<file path="config.mk">
export PLATFORM = sky130hd
export DESIGN_NAME = box_crop_centroid_tracker
export DESIGN_NICKNAME = d
export VERILOG_FILES = /design/src/rtl/core/bcct_pkg.sv /design/src/rtl/core/bcct_datapath.sv /design/src/rtl/core/bcct_ctrl.sv /design/src/rtl/core/box_crop_centroid_tracker.sv
export SDC_FILE = /design/constraint.sdc
export NUM_CORES = 1
export LEC_CHECK = 0
export ABC_CLOCK_PERIOD_IN_PS = 5000
export BUFFER_PORTS_ARGS = -buffer_cell sky130_fd_sc_hd__buf_2
export CELL_PAD_IN_SITES_DETAIL_PLACEMENT = 1
export CELL_PAD_IN_SITES_GLOBAL_PLACEMENT = 1
export CORE_MARGIN = 2
export CORE_UTILIZATION = 29
export CTS_BUF_LIST = sky130_fd_sc_hd__clkbuf_8
export CTS_CLUSTER_SIZE = 8
export DETAILED_ROUTE_END_ITERATION = 12
export PLACE_DENSITY_LB_ADDON = 0.05
export SLEW_MARGIN = 0
export SYNTH_ARGS = -nofsm -noshare
export SYNTH_HDL_FRONTEND = slang
export SYNTH_SLANG_ARGS = --single-unit
</file>
<file path="constraint.sdc">
create_clock -name clk -period 5 [get_ports clk]
set_clock_uncertainty 0.15 [all_clocks]
set_input_delay 1 -clock clk [delete_from_list [all_inputs] [get_ports clk]]
set_output_delay 1 -clock clk [all_outputs]
set_load 0.005 [all_outputs]
</file>
<file path="src/rtl/core/bcct_pkg.sv">
// types and constants shared by the box crop centroid tracker modules
`default_nettype none
package bcct_pkg;

	localparam int COORD_W    = 16;
	localparam int LIMIT_W    = 15;
	localparam int SEEN_W     = 17;
	localparam int CFG_DATA_W = 16;
	localparam int QUOT_W     = 17;

	localparam logic KIND_POINT    = 1'b0;
	localparam logic KIND_CENTROID = 1'b1;

	localparam logic [LIMIT_W-1:0] LIMIT_RESET = {LIMIT_W{1'b1}};

	typedef enum logic [1:0] {
		CFG_MAX_X       = 2'd0,
		CFG_MAX_Y       = 2'd1,
		CFG_MAX_Z_START = 2'd2,
		CFG_MARGIN      = 2'd3
	} cfg_reg_t;

	typedef enum logic [1:0] {
		AXIS_X = 2'd0,
		AXIS_Y = 2'd1,
		AXIS_Z = 2'd2
	} axis_t;

	typedef enum logic [2:0] {
		ST_IDLE,
		ST_CHECK,
		ST_DIV_START,
		ST_DIV_RUN,
		ST_CENT
	} bcct_state_t;

	typedef struct packed {
		logic signed [COORD_W-1:0] x_mm;
		logic signed [COORD_W-1:0] y_mm;
		logic signed [COORD_W-1:0] z_mm;
		logic                      last_point;
	} in_item_t;

	typedef struct packed {
		logic                      kind;
		logic signed [COORD_W-1:0] out_x;
		logic signed [COORD_W-1:0] out_y;
		logic signed [COORD_W-1:0] out_z;
		logic [SEEN_W-1:0]         inliers_seen;
		logic                      cloud_empty;
		logic                      run_end;
	} out_item_t;

	// controller to datapath
	typedef struct packed {
		logic  accept;
		logic  div_start;
		axis_t axis;
		logic  load_cent;
	} cmd_t;

	// datapath to controller
	typedef struct packed {
		logic cnt_zero;
		logic div_done;
		logic out_free;
	} sts_t;

endpackage
`default_nettype wire

</file>
<file path="src/rtl/core/bcct_datapath.sv">
// datapath: box test, running sums, shared divider, result register
`default_nettype none
module bcct_datapath #(
	parameter int MAX_POINTS = 65536
) (
	input  logic                                 clk,
	input  logic                                 arst_n,
	input  bcct_pkg::in_item_t                   in_data,
	input  bcct_pkg::cmd_t                       cmd,
	output bcct_pkg::sts_t                       sts,
	input  logic                                 cfg_valid,
	input  bcct_pkg::cfg_reg_t                   cfg_index,
	input  logic [bcct_pkg::CFG_DATA_W-1:0]      cfg_data,
	input  logic                                 out_stall,
	output logic                                 out_valid,
	output bcct_pkg::out_item_t                  out_data
);
	import bcct_pkg::*;

	localparam int CW = $clog2(MAX_POINTS + 1);
	localparam int SW = COORD_W + CW;
	localparam int IW = $clog2(SW + 1);

	logic [LIMIT_W-1:0]        max_x_q;
	logic [LIMIT_W-1:0]        max_y_q;
	logic signed [COORD_W-1:0] margin_q;
	logic signed [COORD_W-1:0] z_limit_q;

	logic signed [SW-1:0] sum_x_q;
	logic signed [SW-1:0] sum_y_q;
	logic signed [SW-1:0] sum_z_q;
	logic [CW-1:0]        cnt_q;
	logic [CW-1:0]        cnt_inc;

	logic [COORD_W-1:0] abs_x;
	logic [COORD_W-1:0] abs_y;
	logic [COORD_W-1:0] abs_z;
	logic               inlier;
	logic               take;

	logic signed [SW-1:0] sel_sum;
	logic [SW-1:0]        mag_q;
	logic [CW-1:0]        rem_q;
	logic [QUOT_W-1:0]    quot_q;
	logic [IW-1:0]        iter_q;
	logic                 neg_q;
	axis_t                axis_q;
	logic [CW:0]          rem_sh;
	logic                 ge;
	logic [CW:0]          rem_nx;
	logic [QUOT_W-1:0]    quot_nx;
	logic [QUOT_W-1:0]    quot_sgn;

	logic signed [COORD_W-1:0] cx_q;
	logic signed [COORD_W-1:0] cy_q;
	logic signed [COORD_W-1:0] cz_q;
	logic signed [COORD_W:0]   z_next;
	logic signed [COORD_W-1:0] z_sat;

	logic      out_valid_q;
	out_item_t out_q;

	// box test on the incoming point
	always_comb begin
		abs_x = in_data.x_mm[COORD_W-1] ? COORD_W'(-in_data.x_mm) : COORD_W'(in_data.x_mm);
		abs_y = in_data.y_mm[COORD_W-1] ? COORD_W'(-in_data.y_mm) : COORD_W'(in_data.y_mm);
		abs_z = in_data.z_mm[COORD_W-1] ? COORD_W'(-in_data.z_mm) : COORD_W'(in_data.z_mm);
		inlier = (|{in_data.x_mm, in_data.y_mm, in_data.z_mm})
			&& (abs_x <= {1'b0, max_x_q})
			&& (abs_y <= {1'b0, max_y_q})
			&& !z_limit_q[COORD_W-1]
			&& (abs_z <= COORD_W'(z_limit_q))
			&& (cnt_q < CW'(MAX_POINTS));
		take    = cmd.accept && inlier;
		cnt_inc = cnt_q + 1'b1;
	end

	// configuration registers
	always_ff @(posedge clk or negedge arst_n) begin
		if (!arst_n) begin
			max_x_q  <= LIMIT_RESET;
			max_y_q  <= LIMIT_RESET;
			margin_q <= '0;
		end else if (cfg_valid) begin
			case (cfg_index)
				CFG_MAX_X:  max_x_q  <= cfg_data[LIMIT_W-1:0];
				CFG_MAX_Y:  max_y_q  <= cfg_data[LIMIT_W-1:0];
				CFG_MARGIN: margin_q <= cfg_data;
				default:    ;
			endcase
		end
	end

	// next z limit from centroid z plus margin, saturated
	always_comb begin
		z_next = (COORD_W+1)'(cz_q) + (COORD_W+1)'(margin_q);
		if (z_next[COORD_W] != z_next[COORD_W-1]) begin
			z_sat = z_next[COORD_W] ? {1'b1, {(COORD_W-1){1'b0}}} : {1'b0, {(COORD_W-1){1'b1}}};
		end else begin
			z_sat = z_next[COORD_W-1:0];
		end
	end

	// z limit: written by software or moved by a non-empty cloud
	always_ff @(posedge clk or negedge arst_n) begin
		if (!arst_n) begin
			z_limit_q <= {1'b0, LIMIT_RESET};
		end else if (cfg_valid && cfg_index == CFG_MAX_Z_START) begin
			z_limit_q <= {1'b0, cfg_data[LIMIT_W-1:0]};
		end else if (cmd.load_cent && cnt_q != '0) begin
			z_limit_q <= z_sat;
		end
	end

	// running sums and inlier count
	always_ff @(posedge clk or negedge arst_n) begin
		if (!arst_n) begin
			sum_x_q <= '0;
			sum_y_q <= '0;
			sum_z_q <= '0;
			cnt_q   <= '0;
		end else if (cmd.load_cent) begin
			sum_x_q <= '0;
			sum_y_q <= '0;
			sum_z_q <= '0;
			cnt_q   <= '0;
		end else if (take) begin
			sum_x_q <= sum_x_q + SW'(in_data.x_mm);
			sum_y_q <= sum_y_q + SW'(in_data.y_mm);
			sum_z_q <= sum_z_q + SW'(in_data.z_mm);
			cnt_q   <= cnt_inc;
		end
	end

	// divider operand select and one restoring step
	always_comb begin
		case (cmd.axis)
			AXIS_X:  sel_sum = sum_x_q;
			AXIS_Y:  sel_sum = sum_y_q;
			default: sel_sum = sum_z_q;
		endcase
		rem_sh   = {rem_q, mag_q[SW-1]};
		ge       = rem_sh >= {1'b0, cnt_q};
		rem_nx   = ge ? (rem_sh - {1'b0, cnt_q}) : rem_sh;
		quot_nx  = {quot_q[QUOT_W-2:0], ge};
		quot_sgn = neg_q ? QUOT_W'(-quot_nx) : quot_nx;
	end

	// shared divider, one quotient bit per cycle on the magnitude
	always_ff @(posedge clk or negedge arst_n) begin
		if (!arst_n) begin
			iter_q <= '0;
		end else if (cmd.div_start) begin
			iter_q <= IW'(SW);
		end else if (iter_q != '0) begin
			iter_q <= iter_q - 1'b1;
		end
	end

	always_ff @(posedge clk) begin
		if (cmd.div_start) begin
			neg_q  <= sel_sum[SW-1];
			mag_q  <= sel_sum[SW-1] ? SW'(-sel_sum) : SW'(sel_sum);
			rem_q  <= '0;
			quot_q <= '0;
			axis_q <= cmd.axis;
		end else if (iter_q != '0) begin
			mag_q  <= {mag_q[SW-2:0], 1'b0};
			rem_q  <= rem_nx[CW-1:0];
			quot_q <= quot_nx;
		end
	end

	// centroid coordinates captured on the final step
	always_ff @(posedge clk) begin
		if (sts.div_done) begin
			case (axis_q)
				AXIS_X:  cx_q <= quot_sgn[COORD_W-1:0];
				AXIS_Y:  cy_q <= quot_sgn[COORD_W-1:0];
				default: cz_q <= quot_sgn[COORD_W-1:0];
			endcase
		end
	end

	// result register valid
	always_ff @(posedge clk or negedge arst_n) begin
		if (!arst_n) begin
			out_valid_q <= 1'b0;
		end else if (cmd.load_cent || take) begin
			out_valid_q <= 1'b1;
		end else if (!out_stall) begin
			out_valid_q <= 1'b0;
		end
	end

	// result register payload
	always_ff @(posedge clk) begin
		if (cmd.load_cent) begin
			out_q.kind    <= KIND_CENTROID;
			out_q.run_end <= 1'b1;
			if (cnt_q == '0) begin
				out_q.out_x        <= '0;
				out_q.out_y        <= '0;
				out_q.out_z        <= '0;
				out_q.inliers_seen <= '0;
				out_q.cloud_empty  <= 1'b1;
			end else begin
				out_q.out_x        <= cx_q;
				out_q.out_y        <= cy_q;
				out_q.out_z        <= cz_q;
				out_q.inliers_seen <= SEEN_W'(cnt_q);
				out_q.cloud_empty  <= 1'b0;
			end
		end else if (take) begin
			out_q.kind         <= KIND_POINT;
			out_q.out_x        <= in_data.x_mm;
			out_q.out_y        <= in_data.y_mm;
			out_q.out_z        <= in_data.z_mm;
			out_q.inliers_seen <= SEEN_W'(cnt_inc);
			out_q.cloud_empty  <= 1'b0;
			out_q.run_end      <= !in_data.last_point;
		end
	end

	assign sts.cnt_zero = (cnt_q == '0);
	assign sts.div_done = (iter_q == IW'(1));
	assign sts.out_free = !out_valid_q || !out_stall;
	assign out_valid    = out_valid_q;
	assign out_data     = out_q;

endmodule
`default_nettype wire

</file>
<file path="src/rtl/core/bcct_ctrl.sv">
// controller: point intake and end-of-cloud divide sequence
`default_nettype none
module bcct_ctrl (
	input  logic           clk,
	input  logic           arst_n,
	input  logic           in_valid,
	input  logic           last_point,
	output logic           in_stall,
	input  bcct_pkg::sts_t sts,
	output bcct_pkg::cmd_t cmd
);
	import bcct_pkg::*;

	bcct_state_t state_q;
	bcct_state_t state_d;
	axis_t       axis_q;
	axis_t       axis_d;

	// state register
	always_ff @(posedge clk or negedge arst_n) begin
		if (!arst_n) begin
			state_q <= ST_IDLE;
			axis_q  <= AXIS_X;
		end else begin
			state_q <= state_d;
			axis_q  <= axis_d;
		end
	end

	// next state and commands
	always_comb begin
		state_d  = state_q;
		axis_d   = axis_q;
		cmd      = '0;
		in_stall = 1'b1;
		case (state_q)
			ST_IDLE: begin
				in_stall   = !sts.out_free;
				cmd.accept = in_valid && sts.out_free;
				if (cmd.accept && last_point) begin
					state_d = ST_CHECK;
					axis_d  = AXIS_X;
				end
			end
			ST_CHECK: begin
				state_d = sts.cnt_zero ? ST_CENT : ST_DIV_START;
			end
			ST_DIV_START: begin
				cmd.div_start = 1'b1;
				cmd.axis      = axis_q;
				state_d       = ST_DIV_RUN;
			end
			ST_DIV_RUN: begin
				if (sts.div_done) begin
					case (axis_q)
						AXIS_X: begin
							axis_d  = AXIS_Y;
							state_d = ST_DIV_START;
						end
						AXIS_Y: begin
							axis_d  = AXIS_Z;
							state_d = ST_DIV_START;
						end
						default: state_d = ST_CENT;
					endcase
				end
			end
			ST_CENT: begin
				if (sts.out_free) begin
					cmd.load_cent = 1'b1;
					state_d       = ST_IDLE;
				end
			end
			default: state_d = ST_IDLE;
		endcase
	end

endmodule
`default_nettype wire

</file>
<file path="src/rtl/core/box_crop_centroid_tracker.sv">
// top level of the box crop centroid tracker
`default_nettype none
// Point-cloud box crop with per-cloud centroid. Points with last_point low
// are taken back to back while the result register drains, and the input
// stalls only while a finished result is held by out_stall. The item with
// last_point high stalls the input after its transaction while the single
// shared restoring divider forms centroid x, y and z one after the other at
// one quotient bit per cycle; a cloud with no inliers skips the divider and
// goes straight to its centroid result.
// The centroid result may then wait in the result register for out_stall.
// Configuration writes are always taken (cfg_ready is tied high) and must
// only be issued while no cloud end is in progress.
module box_crop_centroid_tracker #(
	parameter int MAX_POINTS = 65536
) (
	input  logic                            clk,
	input  logic                            arst_n,
	input  logic                            in_valid,
	output logic                            in_stall,
	input  bcct_pkg::in_item_t              in_data,
	output logic                            out_valid,
	input  logic                            out_stall,
	output bcct_pkg::out_item_t             out_data,
	input  logic                            cfg_valid,
	output logic                            cfg_ready,
	input  bcct_pkg::cfg_reg_t              cfg_index,
	input  logic [bcct_pkg::CFG_DATA_W-1:0] cfg_data
);
	import bcct_pkg::*;

	cmd_t cmd;
	sts_t sts;

	assign cfg_ready = 1'b1;

	// sequencing
	bcct_ctrl u_ctrl (
		.clk        (clk),
		.arst_n     (arst_n),
		.in_valid   (in_valid),
		.last_point (in_data.last_point),
		.in_stall   (in_stall),
		.sts        (sts),
		.cmd        (cmd)
	);

	// arithmetic and storage
	bcct_datapath #(
		.MAX_POINTS (MAX_POINTS)
	) u_datapath (
		.clk       (clk),
		.arst_n    (arst_n),
		.in_data   (in_data),
		.cmd       (cmd),
		.sts       (sts),
		.cfg_valid (cfg_valid),
		.cfg_index (cfg_index),
		.cfg_data  (cfg_data),
		.out_stall (out_stall),
		.out_valid (out_valid),
		.out_data  (out_data)
	);

endmodule
`default_nettype wire

</file>
* Yosys cells after proc, flatten, opt, wreduce, memory -nomap -nowiden
Index checks and enable logic that the tools add are counted.
Widths: inputs -> output; s select.
** Storage, ports and cells
- Register bits after elaboration :: 374
- Bits in latches :: 0
- Memory bits (writable) :: 0
- Bits in read-only memories :: 0
- Bits of input ports :: 72
- Output and inout port bits :: 71
- Memories kept :: 0
** Operators by class
- $add $sub $neg :: 12
- Multiply operators :: 0
- Div/mod/pow operators :: 0
- $lt $le $gt $ge :: 5
- Equal/unequal tests :: 17
- Shifts and indexed selects :: 0
- Mux-type cells :: 43
- Bitwise logic cells :: 1
- Reductions and logical operators :: 40
** Operators by type and width (count)
- $mux 33 :: 9
- $mux 67 :: 2
- $mux 16 :: 8
- $add 33x16->33 :: 3
- $mux 66 :: 1
- $pmux 33 s2 :: 1
- $neg 16->16 :: 4
- $mux 17 :: 3
- $reduce_or 48->1 :: 1
- $neg 33->33 :: 1
- $le 16x15->1 :: 2
- $ge 18x17->1 :: 1
- $mux 3 :: 6
- $add 16x16->17 :: 1
- $add 17x1->17 const B :: 1
- $logic_not 17->1 :: 1
- $lt 17x17->1 const B :: 1
- $reduce_bool 17->1 :: 1
- $sub 17x17->17 :: 1
- $le 16x16->1 :: 1
- $pmux 3 s5 :: 1
- $mux 6 :: 2
- $reduce_and 2->1 :: 6
- $logic_and 1x1->1 :: 10
- 24 further kinds :: 50

* Logic depth before layout (Yosys ltp)
Gate-level depths: netlist of the first run.
- Depth in word-level cells :: 11
- Mapped depth :: 20

* Modules after synthesis
Synthesis of the first run repeated with hierarchy kept, for this count alone.
** Second synthesis, totals
- Cells, all modules :: 2761
- Area total of the unflattened synthesis :: 25120.3 sq um
** By module, submodules not included
- bcct_datapath :: instances 1, cells an instance 2720, area each 24750.0 sq um, seq. area each 9870.7 sq um
- bcct_ctrl :: instances 1, cells an instance 39, area each 359.1 sq um, seq. area each 125.1 sq um
- box_crop_centroid_tracker :: instances 1, cells an instance 2, area each 11.3 sq um, seq. area each 0.0 sq um

* Least setup slack after synthesis of the first run
OpenSTA, ideal clock, no wires.
- Path kind :: input -> register
- Start point :: in in_data[22] (netlist name)
- End point :: reg u_datapath.sum_x_q[32]
- Arrival :: 5.722 ns
- Required time :: 4.729 ns
- Path slack :: -0.993 ns
- Cell stages on the path :: 15
- Path through :: or4_1 or4_1 or3_1 o21ai_0 xnor2_1 ha_1 a21oi_1 nand3b_1 o31ai_1 o2111ai_1 nor2_1 nor2_1 inv_1 o21ai_0 a22o_1
** Between the ends
- Cells in the longest elaborated chain, start to end :: 9
- Elaborated cells on any way between the ends :: 11
- Classes of those cells :: add/sub (1); order compare (1); mux (1); reduce/logical (8)
** Ends and longest elaborated chain
- start, declared :: line box_crop_centroid_tracker.sv:20 : input bcct_pkg::in_item_t in_data,
- $neg 16->16 :: line bcct_datapath.sv:66 : abs_y = in_data.y_mm[COORD_W-1] ? COORD_W'(-in_data.y_mm) : COORD_W'(in_data.y_mm);
- $mux 16 :: line bcct_datapath.sv:66
- $le 16x15->1 :: line bcct_datapath.sv:70 : && (abs_y <= {1'b0, max_y_q})
- $logic_and 1x1->1 * :: line bcct_datapath.sv:70
- $logic_and 1x1->1 * :: line bcct_datapath.sv:71 : && !z_limit_q[COORD_W-1]
- $logic_and 1x1->1 * :: line bcct_datapath.sv:72 : && (abs_z <= COORD_W'(z_limit_q))
- $logic_and 1x1->1 * :: line bcct_datapath.sv:73 : && (cnt_q < CW'(MAX_POINTS));
- $logic_and 1x1->1 * :: line bcct_datapath.sv:74 : take = cmd.accept && inlier;
- $reduce_bool 2->1 (no source line) *
- end signal, assigned :: line bcct_datapath.sv:128 : sum_x_q <= sum_x_q + SW'(in_data.x_mm);
- end, declared :: line bcct_datapath.sv:29 : logic signed [SW-1:0] sum_x_q;
Mark *: on every way between the ends. The rest lies on a longest branch, timed or not.
A chain may end at the register's enable or synchronous reset.

* Worst setup path in the final report of the first run
- Start point :: in in_data[3] (netlist name)
- End point :: reg u_datapath.sum_y_q[32]
** Between the ends
- Cells in the longest elaborated chain, start to end :: 8
- Elaborated cells on any way between the ends :: 11
- Classes of those cells :: add/sub (1); order compare (1); mux (1); reduce/logical (8)
** Ends and longest elaborated chain
- parallel branches: the longest is 4 deep, another holds $neg 16->16
- $logic_and 1x1->1 * :: line bcct_datapath.sv:72
- $logic_and 1x1->1 * :: line bcct_datapath.sv:73
- $logic_and 1x1->1 * :: line bcct_datapath.sv:74
- $reduce_bool 2->1 (no source line) *
- end signal, assigned :: line bcct_datapath.sv:129 : sum_y_q <= sum_y_q + SW'(in_data.y_mm);
- end, declared :: line bcct_datapath.sv:30 : logic signed [SW-1:0] sum_y_q;
Mark *: on every way between the ends.

==> results of run 1 <==
[layout make-up]
cell class              instances  area [µm²]
clock inverters                54         229
repair buffers                259        1750
inverters                     130         492
clock buffers                  92        1270
well taps                    1134        1420
fillers                      9758       55100
diodes                          2        5.00
flip-flops and latches        374       10000
multi-input cells            2046       13700
[power by group through the flow]
stage | Combinational [µW] | Sequential (µW) | Clock [µW]
after global routing | 10300 | 5600 | 3460
final | 9220 | 5480 | 3200
after detailed placement | 9290 | 5550 | 0
after global placement | 9080 | 5540 | 0
after CTS | 9360 | 5510 | 3330
after floorplan | 6420 | 5080 | 0
[cells by family (layout without fill, tap and decap cells)]
logic type | Yosys count | after routing | synth area share
DFF | 374 | 374 | 0.406
xor gates and xnor gates | 196 | 196 | 0.0696
buffers and inverters | 249 | 535 | 0.0425
adders and majority gates | 189 | 189 | 0.0975
and+or+nand+nor | 751 | 751 | 0.151
muxes | 47 | 47 | 0.0208
AOI/OAI and AO/OA | 862 | 862 | 0.212
other | 1 | 3 | 0.000152
[cells in the mapped netlist, types with 18 or more instances]
master      n  share of area
nand2_1   250          0.038
nand3_1   153          0.031
a21oi_1   215          0.044
inv_1     127          0.019
a22oi_1    27         0.0082
dfstp_2    45          0.048
a22o_1     45          0.016
nor2_1    111          0.017
nand4_1    25         0.0063
xnor2_1   133          0.047
a21o_1     72          0.022
a31oi_1    18         0.0046
and3_1     48          0.012
clkbuf_1   85          0.013
dfxtp_1    34          0.028
o21ai_1    29         0.0059
a211oi_1   19         0.0058
o21ai_0   304          0.062
nor3_1     30         0.0061
o31ai_1    20         0.0061
xor2_1     63          0.022
mux2_2     33          0.015
ha_1      184          0.093
edfxtp_1  150           0.18
nand2b_1   26         0.0066
dfrtp_1   145           0.15
[registers in the layout, indices dropped and copies added (netlist names), 17 cells and up]
register,cells
u_datapath.sum_x_q,33
u_datapath.sum_z_q,33
u_datapath.cnt_q,17
u_datapath.mag_q,33
u_datapath.out_data,68
u_datapath.rem_q,17
u_datapath.sum_y_q,33
[layer usage]
layer / GRT usage / part of all wire / up-vias
li1: - / - / 10222
met1: 0.286 / 0.47 / 10621
met2: 0.374 / 0.48 / 320
met3: 0.0257 / 0.030 / 96
met4: 0.0555 / 0.019 / 0
met5: 0 / 0 / -
[worst paths after layout]
check / startpoint / slack, ns / end / cells after the start
max: in_data[3] / 0.25 / u_datapath.sum_y_q[32]$_DFFE_PN0P_ / 21
min: arst_n / 0.16 / u_datapath.margin_q[15]$_DFFE_PN0P_ / 1
max reg2reg: u_datapath.cnt_q[2]$_DFFE_PN0P_ / 0.53 / u_datapath.cx_q[14]$_DFFE_PP_ / 17
min reg2reg: u_datapath.out_data[67]$_SDFFE_PP1N_ / 0.31 / u_datapath.out_data[67]$_SDFFE_PP1N_ / 2
max in group asynchronous: arst_n / 3.43 / u_datapath.sum_z_q[28]$_DFFE_PN0P_ / 2
min in group clk: u_datapath.out_data[67]$_SDFFE_PP1N_ / 0.31 / u_datapath.out_data[67]$_SDFFE_PP1N_ / 2
[stage by stage]
| stage | area, µm² | setup slack [ns] | power [µW] | hold slack [ns] |
|---|---|---|---|---|
| 2_1_floorplan | 24700 | -0.158 | 11500 | 0.289 |
| 6_report | 28800 | 0.254 | 17900 | 0.162 |
| 5_1_grt | 28800 | 0.00464 | 19400 | 0.184 |
| 3_3_place_gp | 27300 | -0.333 | 14600 | 0.292 |
| 4_1_cts | 28800 | 0.326 | 18200 | 0.148 |
| 3_5_place_dp | 27300 | -0.394 | 14800 | 0.291 |
==> impl_metrics.py, run 1 <==
metrics = {
    "drt": {
        "dr.pass1.iters": 5,
        "vias": 21259,
        "wl_per_cell_um": 23.3,
        "antenna_left": 0,
        "drt_iter0_drc": 1054,
        "routed_wl_um": 95300,
        "drc": 0,
        "vias_per_cell": 5.20,
    },
    "critical_path": {
        "slowest_stage": "a2111oi_0",
        "critical_path_class": "input port to flop",
        "start_kind": "input port",
        "cp.required_ns": 5.40,
        "crit_fanout": 36,
        "crit_family": "compound AO/OA/AOI/OAI gates",
        "worst_ep_arrival_time_ns": 5.14,
        "critPathBufInv": 4,
        "end_kind": "flop",
        "cp_cell_sequence": "buf_2 > nor3_1 > nand3_1 > nor2_1 > nand2_1 > o21ai_0 > xnor2_1 > ha_1 > a21o_1 > a21o_1 > a21oi_1 > o21ai_0 > a2111oi_0 > buf_4 > o2111ai_1 > nor2_4 > nor2_4 > clkinvlp_4 > buf_12 > o21ai_1 > a22o_1",
        "cp_slowest_stage_delay_ns": 0.43,
    },
    "floorplan": {
        "rows": 106,
        "die_h_um": 296,
        "start_util": 0.294,
        "die_w_um": 296,
        "die_area_mm2": 0.0873,
        "coreArea_mm2": 0.0840,
        "pin_count": 143,
    },
    "sta": {
        "worst_pin_slew_ns": 1.12,
        "setup_tns_ns": 0,
        "fin_crit_ns": 4.75,
        "max-slew-margin-rel": 0.249,
        "timing.fmax_mhz": 211,
        "setup_viol": 0,
        "rsz0062_at_grt": "no",
        "period_share": 0.949,
        "drv_slew": 0,
        "hold_viol": 0,
    },
    "worst_hold_path": {
        "hp-class": "input port to asynchronous set/reset pin",
    },
    "power": {
        "pwr-share-comb": 0.515,
        "p_int_uw": 9900,
        "swShare": 0.447,
        "switching_power_uw": 7990,
        "seq_power_share": 0.306,
        "ir_drop_mv": 0.211,
        "p_clk_frac": 0.179,
        "leakage_uw": 0.0125,
        "power.density_mw_per_mm2": 621,
    },
    "job": {
        "cap_violations": 0,
    },
    "synthesis": {
        "syn_avg_cell_area_um2": 9.24,
        "syn_nets": 2930,
        "yosys_warnings": 0,
        "ys_seq_area_frac": 0.406,
        "async_reset_ff_frac": 0.508,
        "synth_edf_count": 150,
        "syn_inst": 2669,
        "synth_area_mm2": 0.0246,
        "synth_ff_type": "edfxtp_1",
        "ys_types": 85,
        "ys_ff_latch": 374,
    },
    "clock_network": {
        "htreeDepth": 3,
        "cts_tree": "yes",
        "root_buffer": "clkbuf_8",
        "clock_path_buffers": 3,
        "cts_inserted_buffers": 79,
        "post_cts_buffers": 0,
        "clock_sinks": 374,
        "postCtsHoldBufs": 0,
        "ctsResizeCount": 0,
        "clk_pin_slew_ns": 0.06,
        "clkLatencyLatePin_ns": 0.67,
    },
    "global_routing": {
        "grt_pass1_vias": 22268,
        "grt_pass1_wl_um": 142000,
        "grt-ovfl-total": 0,
        "antenna_found_initial": 5,
        "grt_max_degree": 96,
        "grt_usage": 0.217,
    },
    "finish": {
        "syn_to_final_growth_pct": 17.0,
        "final_nets": 3151,
        "mostFrequentLayoutCells": "301 x o21ai_0, 250 x nand2_1, 215 x a21oi_1, 184 x ha_1, 160 x inv_1",
        "final_cells": 4091,
        "fin_util": 0.343,
        "drive_gt1_frac": 0.163,
        "layout_commonest_cell": "o21ai_0",
    },
    "place": {
        "io_buffers": 141,
        "dp_hpwl_um": 72300,
        "place_inst": 3943,
        "globalplace.congestion": 0.841,
    },
    "status": {
        "status": "finished, final reports clean",
    },
}
No activity file was read; power rests on OpenSTA's default activity.
==> inputs of run 2 (changes only) <==
--- a/config.mk
+++ b/config.mk
@@ -6,11 +6,11 @@
 export NUM_CORES = 1
 export LEC_CHECK = 0
 export ABC_CLOCK_PERIOD_IN_PS = 5000
-export BUFFER_PORTS_ARGS = -buffer_cell sky130_fd_sc_hd__buf_2
+export BUFFER_PORTS_ARGS = -buffer_cell sky130_fd_sc_hd__buf_4
 export CELL_PAD_IN_SITES_DETAIL_PLACEMENT = 1
 export CELL_PAD_IN_SITES_GLOBAL_PLACEMENT = 1
 export CORE_MARGIN = 2
-export CORE_UTILIZATION = 29
+export CORE_UTILIZATION = 30
 export CTS_BUF_LIST = sky130_fd_sc_hd__clkbuf_8
 export CTS_CLUSTER_SIZE = 8
 export DETAILED_ROUTE_END_ITERATION = 12
==> constraint.sdc (replaced) <==
create_clock -name clk -period 5 [get_ports clk]
set_clock_uncertainty 0.15 [all_clocks]
set_input_delay 0.5 -clock clk [delete_from_list [all_inputs] [get_ports clk]]
set_output_delay 0.5 -clock clk [all_outputs]
set_load 0.005 [all_outputs]
==> run 2 against run 1 <==
  * Via count down 0.14%
  * Core utilization up 1.2 points
  * Flip-flop and latch count unchanged
  * Critical path depth down 2
  * Clock power up 3%
  * Highest routed layer unchanged
==> impl_metrics.py, run 2 (same netlist as run 1, synthesis figures left out) <==
metrics = {
    "worst_hold_path": {
        "hp-class": "input port to flop",
        "worstHoldStart": "in_data[27]",
        "hold_end": "u_datapath.out_data[45]$_DFFE_PP_",
        "holdPathStages": 2,
    },
    "drt": {
        "dr.pass1.iters": 7,
        "drt_iter0_drc": 1026,
        "antenna_left": 0,
        "drc": 0,
        "routed_wl_um": 93800,
        "vias_per_cell": 5.30,
        "wl_per_cell_um": 23.4,
        "vias": 21230,
    },
    "critical_path": {
        "end_kind": "flop",
        "cp_slowest_stage_delay_ns": 0.59,
        "startpoint": "in_data[23]",
        "start_kind": "input port",
        "crit_fanout": 40,
        "r2r_start": "u_datapath.mag_q[32]$_DFFE_PP_",
        "r2r_cells": 17,
        "worst_ep_arrival_time_ns": 5.19,
        "worst_r2r_endpoint": "u_datapath.cy_q[14]$_DFFE_PP_",
        "worst-r2r-setup-slack_ns": 0.76,
        "slowest_stage": "or4_1",
        "cp_cell_sequence": "dlygate4sd3_1 > buf_4 > or4_1 > or4_1 > or3_1 > o21ai_1 > xnor2_1 > ha_1 > a21oi_1 > nand3b_1 > o31ai_2 > buf_4 > o2111ai_2 > or2_4 > buf_12 > buf_12 > nor2_1 > o21ai_0 > nand2_1",
        "cp.required_ns": 5.39,
        "critical_path_class": "input port to flop",
    },
    "power": {
        "leakage_uw": 0.0125,
        "ir_drop_mv": 0.184,
        "power.total_uw": 18000,
        "power.density_mw_per_mm2": 622,
    },
    "sta": {
        "max-slew-margin-rel": 0.213,
        "hold_viol": 0,
        "hold_slack_ns": 0.0500,
        "rsz0062_at_grt": "no",
        "worst_pin_slew_ns": 1.18,
        "fin_crit_ns": 4.81,
        "timing.fmax_mhz": 208,
        "setup_viol": 0,
        "period_share": 0.961,
        "drv_slew": 0,
    },
    "floorplan": {
        "rows": 105,
        "start_util": 0.302,
        "die_w_um": 291,
        "pin_count": 143,
        "die_h_um": 291,
        "die_area_mm2": 0.0845,
        "coreArea_mm2": 0.0817,
    },
    "clock_network": {
        "post_cts_buffers": 0,
        "cts_inserted_buffers": 80,
        "clock_sinks": 374,
        "cts_tree": "yes",
        "clkLatencyLatePin_ns": 0.69,
        "htreeDepth": 3,
        "clock_path_buffers": 3,
        "root_buffer": "clkbuf_8",
        "clk_pin_slew_ns": 0.05,
    },
    "job": {
        "cap_violations": 0,
    },
    "global_routing": {
        "antenna_found_initial": 1,
        "grt-ovfl-total": 0,
        "grt_pass1_vias": 22028,
        "grt_pass1_wl_um": 142000,
        "grt_max_degree": 115,
        "grt_usage": 0.219,
    },
    "place": {
        "place_inst": 3830,
        "io_buffers": 141,
        "globalplace.congestion": 0.856,
        "place_area_mm2": 0.0272,
        "dp_hpwl_um": 70300,
    },
    "finish": {
        "final_area_mm2": 0.0290,
        "final_nets": 3131,
        "regArea_mm2": 0.0100,
        "final_cells": 4007,
        "drive_gt1_frac": 0.147,
        "syn_to_final_growth_pct": 17.8,
        "mostFrequentLayoutCells": "303 x o21ai_0, 250 x nand2_1, 215 x a21oi_1, 201 x buf_4, 184 x ha_1",
        "fill_cells": 9373,
        "multi_input_area_mm2": 0.0137,
        "largest_register_ffs": 68,
        "layout_commonest_cell": "o21ai_0",
        "fin_util": 0.355,
    },
    "status": {
        "status": "finished, final reports clean",
    },
}
run 2: worst max-delay path by stage:
stage	to	slack, ns	cells past startpoint
floorplan	u_datapath.out_data[10]$_DFFE_PP_	0.03	14
global placement	u_datapath.out_data[16]$_DFFE_PP_	-0.20	21
detailed placement	u_datapath.out_data[15]$_DFFE_PP_	-0.22	21
CTS	u_datapath.out_data[15]$_DFFE_PP_	0.07	23
global route	u_datapath.out_data[15]$_DFFE_PP_	0.05	19
finish	u_datapath.out_data[15]$_DFFE_PP_	0.19	19
run 2: worst max-delay path, delay by kind of cell:
family	cells	cell delay, ns
adders and majority gates	1	0.28
AOI/OAI and AO/OA	5	0.91
xor gates and xnor gates	1	0.15
buffers and inverters	5	1.22
and+or+nand+nor	7	2.10
run 2: through the flow:
step / setup TNS (ns) / worst slack, ns
CTS: 0 / 0.0679
floorplan: 0 / 0.0315
global placement: -10.87 / -0.198
detailed placement: -18.27 / -0.222
finish: 0 / 0.194
global route: 0 / 0.0524
run 2: area by class of cell:
cell class / count / area share
inverter: 130 / 0.0169
clock inverter: 55 / 0.00957
sequential: 374 / 0.344
antenna: 1 / 0.0000862
tap: 1070 / 0.0461
timing repair buffer: 238 / 0.0676
clock buffer: 93 / 0.0441
multi-input combinational: 2046 / 0.471
run 2: routing by layer:
layer  GRT usage  routed length, µm  up-vias
met5           0                  0        -
met4      0.0517               1550        0
met3      0.0245               2350       92
met2       0.377              45400      278
met1       0.295              44500    10670
li1            -                  -    10190
run 2: what timing repair did:
item                                    in CTS  in global routing
resized for setup                            0                  6
endpoints found under the setup margin       0                204
hold buffers                                28                  0
endpoints found under the hold margin      112                  0
run 2: report_power, final:
group / switching [µW] / total (µW) / leakage [µW] / internal [µW]
clock network: 1500 / 3290 / 0.000929 / 1790
registers: 914 / 5460 / 0.00406 / 4540
logic: 5550 / 9290 / 0.00755 / 3740
total: 7970 / 18000 / 0.0125 / 10100
